File: config.mk
export PLATFORM = sky130hd
export DESIGN_NAME = lmap_adj_ram
export DESIGN_NICKNAME = d
export VERILOG_FILES = /design/src/sv/label_map_adjacency_pairs_top_defines.svh /design/src/sv/lmap_adj_ram.sv
export SDC_FILE = /design/constraint.sdc
export NUM_CORES = 1
export LEC_CHECK = 0
export ABC_AREA = 1
export BUFFER_PORTS_ARGS = -buffer_cell sky130_fd_sc_hd__buf_4
export CAP_MARGIN = 10
export CORE_MARGIN = 2
export CORE_UTILIZATION = 50
export DETAILED_ROUTE_END_ITERATION = 12
export HOLD_SLACK_MARGIN = 0.05
export PLACE_DENSITY = 0.67
export SLEW_MARGIN = 40
export SYNTH_ARGS = -nofsm -noshare
export SYNTH_HDL_FRONTEND = slang
export SYNTH_SLANG_ARGS = --single-unit
File: constraint.sdc
create_clock -name aclk -period 1.3 [get_ports aclk]
set_input_delay 0.195 -clock aclk [delete_from_list [all_inputs] [get_ports aclk]]
set_output_delay 0.195 -clock aclk [all_outputs]
set_load 0.02 [all_outputs]
File: src/sv/label_map_adjacency_pairs_top_defines.svh
// Assertion macros shared by the label map adjacency block
`ifndef LABEL_MAP_ADJACENCY_PAIRS_TOP_DEFINES_SVH
`define LABEL_MAP_ADJACENCY_PAIRS_TOP_DEFINES_SVH

// Check a property on every rising clock edge outside reset
`define LMAP_ASSERT(name, prop, msg) \
    name: assert property (@(posedge aclk) disable iff (!aresetn) prop) else $error(msg);

// Check that a condition leads to a consequence in the next cycle
`define LMAP_ASSERT_NEXT(name, ante, cons, msg) \
    name: assert property (@(posedge aclk) disable iff (!aresetn) (ante) |=> (cons)) else $error(msg);

`endif

File: src/sv/lmap_adj_ram.sv
module lmap_adj_ram #(
    parameter int WIDTH  = 8,
    parameter int DEPTH  = 16,
    parameter int ADDR_W = (DEPTH > 1) ? $clog2(DEPTH) : 1
) (
    input  logic              aclk,
    input  logic              we,
    input  logic [ADDR_W-1:0] waddr,
    input  logic [WIDTH-1:0]  wdata,
    input  logic [ADDR_W-1:0] raddr,
    output logic [WIDTH-1:0]  rdata
);

    logic [WIDTH-1:0] mem [DEPTH];

    // Write port and registered read port
    always_ff @(posedge aclk) begin
        if (we) begin
            mem[waddr] <= wdata;
        end
        rdata <= mem[raddr];
    end

endmodule

==> reports/qor.txt, run 1 <==
================================================================================
Number of enable-type register cells in the synthesized netlist              128
Top Family by Delay on Critical Path                                  flip-flops
Number of detailed-routing iterations run before antenna repair                5
Synthesized area divided by synthesized cell count                      10.5 µm²
Setup repair after global routing missed its margin                           no
Setup crit end kind                                                  output port
Max Freq                                                                 867 MHz
Final HPWL from detailed placement                                       7.98 mm
Final Hold Fails                                                               0
Synthesis warning total                                                        0
Clock Tree Root                                                        clkbuf_16
Synthesized cell area                                                   5770 µm²
Final weighted congestion in routability-driven placement                  0.899
Final antenna diode count                                                      0
Drt via density                                                             5.15
Floorplan core area                                                    11300 µm²
Worst endpoint data arrival time                                          960 ps
Number of nets in the synthesized netlist                                    569
Number of antenna violations at the first check in global routing              0
Iter 0 DRT Violations                                                        385
Ports placed on the boundary                                                  26
Seq/Total Area, Yosys                                                      69.4%
Max-capacitance violation count                                                0
Part of the cycle the worst path needs                                     88.7%
Clock Latency Late Sink                                                   410 ps
CP Class                                                            flip-flop to output port
Area added between synthesis and finish                                    17.9%
Max FO, Critical Path                                                          1
Total wire length after detailed routing                                 12.7 mm
Via count of the first global-routing pass                                  3603
Endpoint required time on the critical path                              1110 ps
Fill cell instance count of the final layout                                 929
Post-route clock skew                                                    8.25 ps
Vertical extent of the die                                                111 µm
Distinct cell type count after synthesis                                      12
Number of placement rows                                                      39
Ranking of synthesized cells by area                                edfxtp_1, nand2_1, nand3_1
Leading area contributor after synthesis                                edfxtp_1
Remaining antenna violation count after routing                                0
Worst path buffer plus inverter count                                          1
VDD IR-drop max                                                         0.953 mV
Pwr dens                                                             1500 nW/µm²
Run status                                                             completed
Final global-route overflow total                                              0
Most frequent cells after synthesis                                 nand2_1, edfxtp_1, inv_1
Final Setup Violations                                                         0
Level count of the clock H-tree                                                4
Met1 Track Usage GR                                                        27.8%
Vias                                                                        3872
Final cell area excluding filler cells                                  6800 µm²
Pre-CTS setup slack                                                      61.1 ps
Largest net degree at the start of global routing                             65
Predominant post-synthesis flop cell                                    edfxtp_1
Startpoint class of the critical path                                  flip-flop
Most crowded layer after global routing                                     met2
Number of design rule violations left after detail routing                     0
CTS resizes                                                                    0
Pins Over Slew Limit                                                           0
Final-stage net count                                                        614
Number of flip-flops and latches in the synthesized netlist                  136
Number of buffers inserted to repair setup after CTS                           0
Die area                                                               12400 µm²
Fraction of post-synthesis cell area in the top cell type by area          66.7%
Leakage component of the power                                        0.00297 µW
Initial core utilization                                                   50.9%
Sinks on the clock net                                                       136
Die W                                                                     111 µm
Worst Max-Slew Pin Slew                                                   372 ps
Post-cts hold buffer count                                                     0
Wire length of the first global-routing pass                             19.4 mm
Accumulated negative setup slack                                            0 ps
GR Util All Layers                                                         21.2%
WL/cell                                                                  16.8 µm
Stage delay of the slowest cell on the critical path                      380 ps
Number of I/O port buffers                                                    25
Worst relative slew slack                                                  75.2%
Met2 Usage GRT                                                             34.3%
Fraction of final layout cells with drive strength greater than 1          13.1%
Async set or reset register ratio after synthesis                             0%
Clock-pin slew on the worst setup and hold paths                           50 ps
Crit-path slowest cell                                                   dfxtp_1
Number of buffers created by CTS                                              17
Hold Crit Class                                                     input port to flip-flop
Clock tree buffer depth                                                        2
Min setup slack post-route                                                146 ps
Clock tree from TritonCTS                                                    yes
Area of placed instances                                                6230 µm²
Ordered list of cells on the worst path                                    buf_4
Tmin final                                                               1150 ps
Global Route met3 Usage                                                    4.95%
Cell with the most instances after synthesis                             nand2_1
Synthesized instance count                                                   551
================================================================================
-- routing by layer --
| metal | wire length (µm) | vias up |
|---|---|---|
| met2 | 6210 | 146 |
| met1 | 5260 | 1839 |
| met4 | 311 | 0 |
| met5 | 0 | - |
| li1 | - | 1864 |
| met3 | 884 | 23 |
-- cell type report --
class / instances / area [µm²] / share of cell area, %
timing repair buffer: 50 / 450 / 6.63
inverter: 102 / 383 / 5.63
multi-input combinational: 289 / 1210 / 17.9
tap: 143 / 179 / 2.63
clock inverter: 9 / 100 / 1.47
sequential: 136 / 4000 / 58.9
clock buffer: 23 / 468 / 6.88
-- logic make-up (layout without fill, tap and decap cells) --
family	after synthesis	count (layout)	share of synthesized area [%]
AND/OR/NAND/NOR	289	289	21.0
buffers and inverters	126	184	9.52
flip-flops	136	136	69.4
-- state kept, by name, summed over array words and instances, names as in the netlist --
name,count
rdata,8
mem,128
-- stage by stage --
step / total power (µW) / instances / hold slack [ps] / util [%]
after floorplan: 5400 / 551 / 294 / -
after global placement: 5700 / 720 / 528 / 55.0
final: 10200 / 752 / 127 / 60.0
after CTS: 10300 / 752 / 103 / 60.0
after detailed placement: 5710 / 720 / 524 / 55.0
after global routing: 10500 / 752 / 114 / 60.0
-- cells in the final DEF (no fill, tap or decap), drive strengths merged --
cell        n
clkbuf     23
buf        50
bufinv      2
dfxtp       8
nand3b      2
inv       102
clkinv      5
clkinvlp    2
nor2       17
edfxtp    128
nand3      97
nand2     173
-- worst register-to-register path, cell delays in order (launching register included) --
cell and delay [ps]:
edfxtp_1 360, inv_1 60, nand2_1 40, nand3_1 90, nand3_1 150, nand3_1 160, nand2_1 70
-- power breakdown --
part           internal [µW]  switching [µW]  leakage, µW  total, µW
logic                    235             451      0.00147        685
registers               4900            34.8      0.00122       4940
clock network           2900            1650     0.000277       4550
-- path summary, 6_finish.rpt --
| path | cells past startpoint | end | startpoint | slack (ps) |
|---|---|---|---|---|
| setup reg to reg | 6 | rdata[0] | mem[1][0] | 270 |
| hold reg to reg | 6 | rdata[6] | mem[2][6] | 650 |
| hold / removal | 3 | rdata[0] | raddr[3] | 130 |
| setup / recovery | 1 | rdata[2] | rdata[2] | 150 |
Note: power is estimated with default switching activity, not from simulation.
==> inputs of run 2 (changes only) <==
==> constraint.sdc (replaced) <==
create_clock -name aclk -period 1.4 [get_ports aclk]
set_input_delay 0.21 -clock aclk [delete_from_list [all_inputs] [get_ports aclk]]
set_output_delay 0.21 -clock aclk [all_outputs]
set_load 0.02 [all_outputs]
==> run 2 against run 1 <==
Non-clock buffer count unchanged. Worst hold slack better by 8.5 ps. Global-route usage up 0.85 points. Total power down 2.2%. Clock skew down 1.3 ps. Utilization up 0.46 points. Largest cell class unchanged. Setup slack better by 86 ps.
==> reports/qor.txt, run 2 (synthesized netlist as in run 1, its figures left out) <==
================================================================================
Final global-route overflow total                                              0   unchanged
Via count of the first global-routing pass                                  3742   was 3603
Clock Tree Root                                                        clkbuf_16   unchanged
Post-route clock skew                                                    6.96 ps   was 8.25 ps
Wire length of the first global-routing pass                             20.0 mm   was 19.4 mm
Run status                                                             completed   unchanged
Final-stage net count                                                        614   unchanged
Worst endpoint data arrival time                                          960 ps   about the same
Accumulated negative setup slack                                            0 ps   unchanged
Die area                                                               12400 µm²   unchanged
Internal power consumption                                               7890 µW   was 8040 µW
Setup repair after global routing missed its margin                           no   unchanged
Launching element of the worst setup path                               rdata[4]   was rdata[2]
Pins Over Slew Limit                                                           0   unchanged
Levels on crit path                                                            1   unchanged
Number of detailed-routing iterations run before antenna repair                5   unchanged
Fraction of final layout cells with drive strength greater than 1          13.3%   was 13.1%
Fraction of power spent switching nets                                     20.7%   was 21.0%
CTS resizes                                                                    0   unchanged
Sequential fraction of design power                                        46.1%   was 48.5%
Iter 0 DRT Violations                                                        413   was 385
Commonest cells after routing, fill and taps aside                  nand2_1, edfxtp_1, inv_1, nand3_1, buf_4   unchanged
Top Family by Delay on Critical Path                                  flip-flops   unchanged
Startpoint class of the critical path                                  flip-flop   unchanged
Number of placement rows                                                      39   unchanged
Clock tree from TritonCTS                                                    yes   unchanged
Clock Latency Late Sink                                                   420 ps   was 410 ps
Final cell area excluding filler cells                                  6850 µm²   was 6800 µm²
Capture point of the worst path                                         rdata[4]   was rdata[2]
Number of antenna violations at the first check in global routing              0   unchanged
Total wire length after detailed routing                                 13.0 mm   was 12.7 mm
Final HPWL from detailed placement                                       7.99 mm   was 7.98 mm
Vertical extent of the die                                                111 µm   unchanged
Flop2flop setup slack                                                     390 ps   was 270 ps
Area of placed instances                                                6220 µm²   was 6230 µm²
WL/cell                                                                  17.2 µm   was 16.8 µm
R2r startpoint                                                        mem[11][1]   was mem[1][0]
Pwr dens                                                             1450 nW/µm²   was 1500 nW/µm²
Crit-path slowest cell                                                   dfxtp_1   unchanged
Level count of the clock H-tree                                                4   unchanged
Initial core utilization                                                   50.9%   unchanged
Part of the cycle the worst path needs                                     83.4%
Vias                                                                        3851   was 3872
Clock-pin slew on the worst setup and hold paths                           50 ps   about the same
Register-to-Register Path Depth                                                6   unchanged
Setup crit end kind                                                  output port   unchanged
Max-capacitance violation count                                                0   unchanged
Floorplan core area                                                    11300 µm²   unchanged
Net switching power of the design                                        2060 µW   was 2140 µW
Fin util                                                                   60.5%   was 60.0%
Fill cell instance count of the final layout                                 898   was 929
Most common cell after layout, fill and taps aside                       nand2_1   unchanged
Share of total power in the clock network                                  47.5%   was 44.7%
Biggest regs                                                        mem (128), rdata (8)   unchanged
VDD IR-drop max                                                         0.801 mV   was 0.953 mV
CP Class                                                            flip-flop to output port   unchanged
Final Setup Violations                                                         0   unchanged
Number of buffers created by CTS                                              17   unchanged
Post-cts hold buffer count                                                     0   unchanged
Number of cells traversed by the worst hold path                               1   was 3
Die W                                                                     111 µm   unchanged
Largest net degree at the start of global routing                             65   unchanged
Ports placed on the boundary                                                  26   unchanged
Stage delay of the slowest cell on the critical path                      380 ps   about the same
Number of buffers inserted to repair setup after CTS                           0   unchanged
GR Util All Layers                                                         22.0%   was 21.2%
Worst Max-Slew Pin Slew                                                   338 ps   was 372 ps
Combinational group share of total power                                    6.4%   was 6.7%
Clock tree buffer depth                                                        2   unchanged
Tmin final                                                               1170 ps
Remaining antenna violation count after routing                                0   unchanged
Leakage component of the power                                        0.00299 µW   was 0.00297 µW
Area added between synthesis and finish                                    18.8%   was 17.9%
Number of I/O port buffers                                                    25   unchanged
Number of design rule violations left after detail routing                     0   unchanged
Sinks on the clock net                                                       136   unchanged
Max FO, Critical Path                                                          1   unchanged
R2r endpoint                                                            rdata[1]   was rdata[0]
Worst path buffer plus inverter count                                          1   unchanged
Ordered list of cells on the worst path                                    buf_4   unchanged
Most flop-heavy register                                                     mem   unchanged
Final antenna diode count                                                      0   unchanged
Max Freq                                                                 857 MHz
Drt via density                                                             5.12   was 5.15
Final Hold Fails                                                               0   unchanged
Hold Crit Class                                                     input port to flip-flop   unchanged
Endpoint required time on the critical path                              1190 ps   was 1110 ps
Final weighted congestion in routability-driven placement                  0.843   was 0.899
Flip-flop count of the largest register after layout                         128   unchanged
Worst relative slew slack                                                  77.4%   was 75.2%
================================================================================
==> run 2: cell count changes in the layout (fill, tap and decap cells not counted) <==
cell,before,now
clkinv_2,5,3
buf_12,6,5
bufinv_16,2,5
buf_4,44,45
clkinvlp_4,2,3
clkbuf_8,2,0
clkinv_1,0,3
clkinv_4,0,1
clkbuf_1,4,0
==> run 2: cell type report <==
type | instances | area (µm²) | share of cell area, %
Sequential cell | 136 | 4000 | 58.4
Multi-Input combinational cell | 289 | 1210 | 17.7
Timing Repair Buffer | 50 | 438 | 6.39
Clock buffer | 17 | 425 | 6.21
Inverter | 102 | 383 | 5.59
Clock inverter | 15 | 208 | 3.03
Tap cell | 143 | 179 | 2.61
==> run 2: power groups by stage <==
stage | registers [µW] | logic [µW] | clock network (µW)
finish | 4590 | 634 | 4730
CTS | 4590 | 636 | 4790
floorplan | 4690 | 321 | 0
global placement | 4670 | 622 | 0
detailed placement | 4670 | 632 | 0
global route | 4590 | 696 | 4930
==> run 2: worst register-to-register path, cell delays in order, from the launching register on <==
cell and delay (ps):
edfxtp_1 360, inv_1 60, nand2_1 40, nand3_1 100
nand3_1 120, nand3_1 150, nand2_1 60
==> run 2: per-layer routing <==
layer	share of wire (%)	track usage (%)
met1	42	28.0
met2	49	36.3
met3	6.3	5.77
met4	2.1	9.05
met5	0	0
==> run 2: worst min-delay path by stage <==
stage                  start        end  slack [ps]
floorplan           wdata[0]  mem[0][0]         310
global placement    raddr[3]   rdata[0]         550
detailed placement  wdata[2]  mem[1][2]         550
CTS                 wdata[2]  mem[2][2]         110
global route        wdata[2]  mem[2][2]         130
finish              wdata[2]  mem[1][2]         140
==> run 2: through the flow <==
stage          instances  power [µW]  worst slack [ps]  hold WS (ps)
3_5_place_dp         720        5300              56.8           554
3_3_place_gp         720        5290              70.4           552
5_1_grt              752       10200               230           133
6_report             752        9950               233           136
2_1_floorplan        551        5010               239           309
4_1_cts              752       10000               235           114
==> inputs of run 3 (changes only) <==
==> constraint.sdc (replaced) <==
create_clock -name aclk -period 1.2 [get_ports aclk]
set_input_delay 0.18 -clock aclk [delete_from_list [all_inputs] [get_ports aclk]]
set_output_delay 0.18 -clock aclk [all_outputs]
set_load 0.02 [all_outputs]
==> run 3 against run 2 <==
Cell count is 0.53% higher. Clock skew hardly changed. Total power is 9.8% higher. Combinational power is 20% higher. Register-to-register slack worse by 210 ps. Global-route usage is 0.12 points lower. Flip-flop and latch count stayed put. Non-clock buffer count is 4 higher. Wire length is 1.3% lower. Sequential share of layout area is 0.17 points higher. Critical path depth stayed put. Via count is 0.52% lower. Critical path type unchanged.
==> reports/qor.txt, run 3 (synthesized netlist as in run 1, its figures left out) <==
================================================================================
Final weighted congestion in routability-driven placement                  0.770   was 0.843
Wire length of the first global-routing pass                             20.3 mm   was 20.0 mm
Level count of the clock H-tree                                                4   unchanged
CP Class                                                            flip-flop to output port   unchanged
Final global-route overflow total                                              0   unchanged
Largest net degree at the start of global routing                             56   was 65
Part of the cycle the worst path needs                                     91.7%
Number of I/O port buffers                                                    25   unchanged
Endpoint required time on the critical path                              1020 ps   was 1190 ps
Number of buffers inserted to repair setup after CTS                           0   unchanged
Combined area of the multi-input logic cells                            1210 µm²   unchanged
Internal power consumption                                               8590 µW   was 7890 µW
Worst endpoint data arrival time                                          920 ps   was 960 ps
Drt via density                                                             5.07   was 5.12
Vias                                                                        3831   was 3851
Remaining antenna violation count after routing                                0   unchanged
Min setup slack post-route                                               99.4 ps   was 233 ps
Fraction of final layout cells with drive strength greater than 1          13.4%   was 13.3%
Number of buffers created by CTS                                              17   unchanged
Clock tree buffer depth                                                        2   unchanged
R2r endpoint                                                            rdata[5]   was rdata[1]
Met2 wire len                                                            6.49 mm   was 6.41 mm
Final cell count without fillers                                             756   was 752
Crit-path slowest cell                                                   dfxtp_1   unchanged
Post-route clock skew                                                    7.22 ps   was 6.96 ps
Accumulated negative setup slack                                            0 ps   unchanged
Ports placed on the boundary                                                  26   unchanged
Via count of the first global-routing pass                                  3773   was 3742
Number of design rule violations left after detail routing                     0   unchanged
Number of placement rows                                                      39   unchanged
Top layer reached by signal wires                                           met4   unchanged
Iter 0 DRT Violations                                                        343   was 413
Final Setup Violations                                                         0   unchanged
Total wire length after detailed routing                                 12.8 mm   was 13.0 mm
Hold Crit Class                                                     input port to flip-flop   unchanged
Sequential fraction of design power                                        48.9%   was 46.1%
Worst Max-Slew Pin Slew                                                   318 ps   was 338 ps
Top Family by Delay on Critical Path                                  flip-flops   unchanged
Capture point of the worst path                                         rdata[4]   unchanged
Floorplan core area                                                    11300 µm²   unchanged
Post-cts hold buffer count                                                     0   unchanged
Area added between synthesis and finish                                    18.4%   was 18.8%
Number of antenna violations at the first check in global routing              0   unchanged
Startpoint class of the critical path                                  flip-flop   unchanged
Biggest regs                                                        mem (128), rdata (8)   unchanged
Max-capacitance violation count                                                0   unchanged
VDD IR-drop max                                                         0.869 mV   was 0.801 mV
Clock Latency Late Sink                                                   420 ps   about the same
Final HPWL from detailed placement                                       7.77 mm   was 7.99 mm
Ordered list of cells on the worst path                                    buf_4   unchanged
CTS resizes                                                                    0   unchanged
Die W                                                                     111 µm   unchanged
Tmin final                                                               1100 ps
Clock Tree Root                                                        clkbuf_16   unchanged
R2r startpoint                                                         mem[0][5]   was mem[11][1]
Flip-flop count of the largest register after layout                         128   unchanged
Combined flip-flop and latch cell area                                  4000 µm²   unchanged
Combinational group share of total power                                    7.0%   was 6.4%
Cell Count Post-Placement                                                    724   was 720
Launching element of the worst setup path                               rdata[4]   unchanged
Setup crit end kind                                                  output port   unchanged
Fill cell instance count of the final layout                                 949   was 898
Number of detailed-routing iterations run before antenna repair                5   unchanged
Vertical extent of the die                                                111 µm   unchanged
Met3 wire length                                                          707 µm   was 810 µm
Setup repair after global routing missed its margin                           no   unchanged
Register-to-Register Path Depth                                                6   unchanged
Clock-pin slew on the worst setup and hold paths                           60 ps   was 50 ps
GR Util All Layers                                                         21.9%   was 22.0%
Net switching power of the design                                        2340 µW   was 2060 µW
Sinks on the clock net                                                       136   unchanged
WL/cell                                                                  16.9 µm   was 17.2 µm
Worst relative slew slack                                                  78.8%   was 77.4%
Commonest cells after routing, fill and taps aside                  nand2_1, edfxtp_1, inv_1, nand3_1, buf_4   unchanged
Final-stage net count                                                        618   was 614
Flop2flop setup slack                                                     180 ps   was 390 ps
Worst path buffer plus inverter count                                          1   unchanged
Fraction of power spent switching nets                                     21.4%   was 20.7%
Max Freq                                                                 909 MHz
Most common cell after layout, fill and taps aside                       nand2_1   unchanged
Run status                                                             completed   unchanged
Pwr dens                                                             1600 nW/µm²   was 1450 nW/µm²
Pins Over Slew Limit                                                           0   unchanged
Clock tree from TritonCTS                                                    yes   unchanged
Levels on crit path                                                            1   unchanged
Final antenna diode count                                                      0   unchanged
Most flop-heavy register                                                     mem   unchanged
Final Hold Fails                                                               0   unchanged
Initial core utilization                                                   50.9%   unchanged
Share of total power in the clock network                                  44.1%   was 47.5%
Pre-CTS setup slack                                                     -92.0 ps   was 56.8 ps
Die area                                                               12400 µm²   unchanged
Stage delay of the slowest cell on the critical path                      350 ps   was 380 ps
Max FO, Critical Path                                                          1   unchanged
Total routed wire length on the met1 layer                               5.36 mm   was 5.46 mm
Leakage component of the power                                        0.00299 µW   about the same
================================================================================
-- run 3: area by class of cell --
type                       count  area share (%)
tap                          143            2.62
clock inverter                12            1.59
timing repair buffer          54            7.40
clock buffer                  20            6.39
inverter                     102            5.61
multi-input combinational    289            17.8
sequential                   136            58.6
-- run 3: routing by layer --
metal  vias to the layer above  track usage (%)
li1                       1874                -
met1                      1827             28.2
met2                       114             36.5
met3                        16             4.84
met4                         0             8.64
met5                         -                0
-- run 3: worst min-delay path by stage --
stage	start	slack, ps	cells past startpoint	endpoint
finish	raddr[3]	110	3	rdata[7]
global route	wdata[5]	110	1	mem[2][5]
CTS	raddr[3]	90	3	rdata[7]
detailed placement	raddr[3]	520	3	rdata[7]
global placement	raddr[3]	510	3	rdata[7]
floorplan	wdata[0]	280	0	mem[0][0]
-- run 3: power by group through the flow --
stage / Clock [µW] / Combinational (µW) / Sequential [µW]
2_1_floorplan: 0 / 375 / 5470
3_3_place_gp: 0 / 749 / 5440
3_5_place_dp: 0 / 759 / 5440
4_1_cts: 4890 / 766 / 5350
5_1_grt: 5080 / 839 / 5350
6_report: 4820 / 763 / 5340
-- run 3: worst register-to-register path: stages, from the launching register on --
cell and delay [ps]:
edfxtp_1 350, inv_1 70, nand2_1 60, nand3_1 70
nand3_1 130, nand3_1 160, nand2_1 70
-- run 3: per-stage QoR --
step	instance area (µm²)	hold WS, ps	util [%]	total power [µW]
floorplan	5770	279	-	5850
global placement	6280	514	55.5	6190
detailed placement	6280	523	55.5	6200
CTS	6830	90.9	60.3	11000
global route	6830	108	60.3	11300
finish	6830	108	60.3	10900
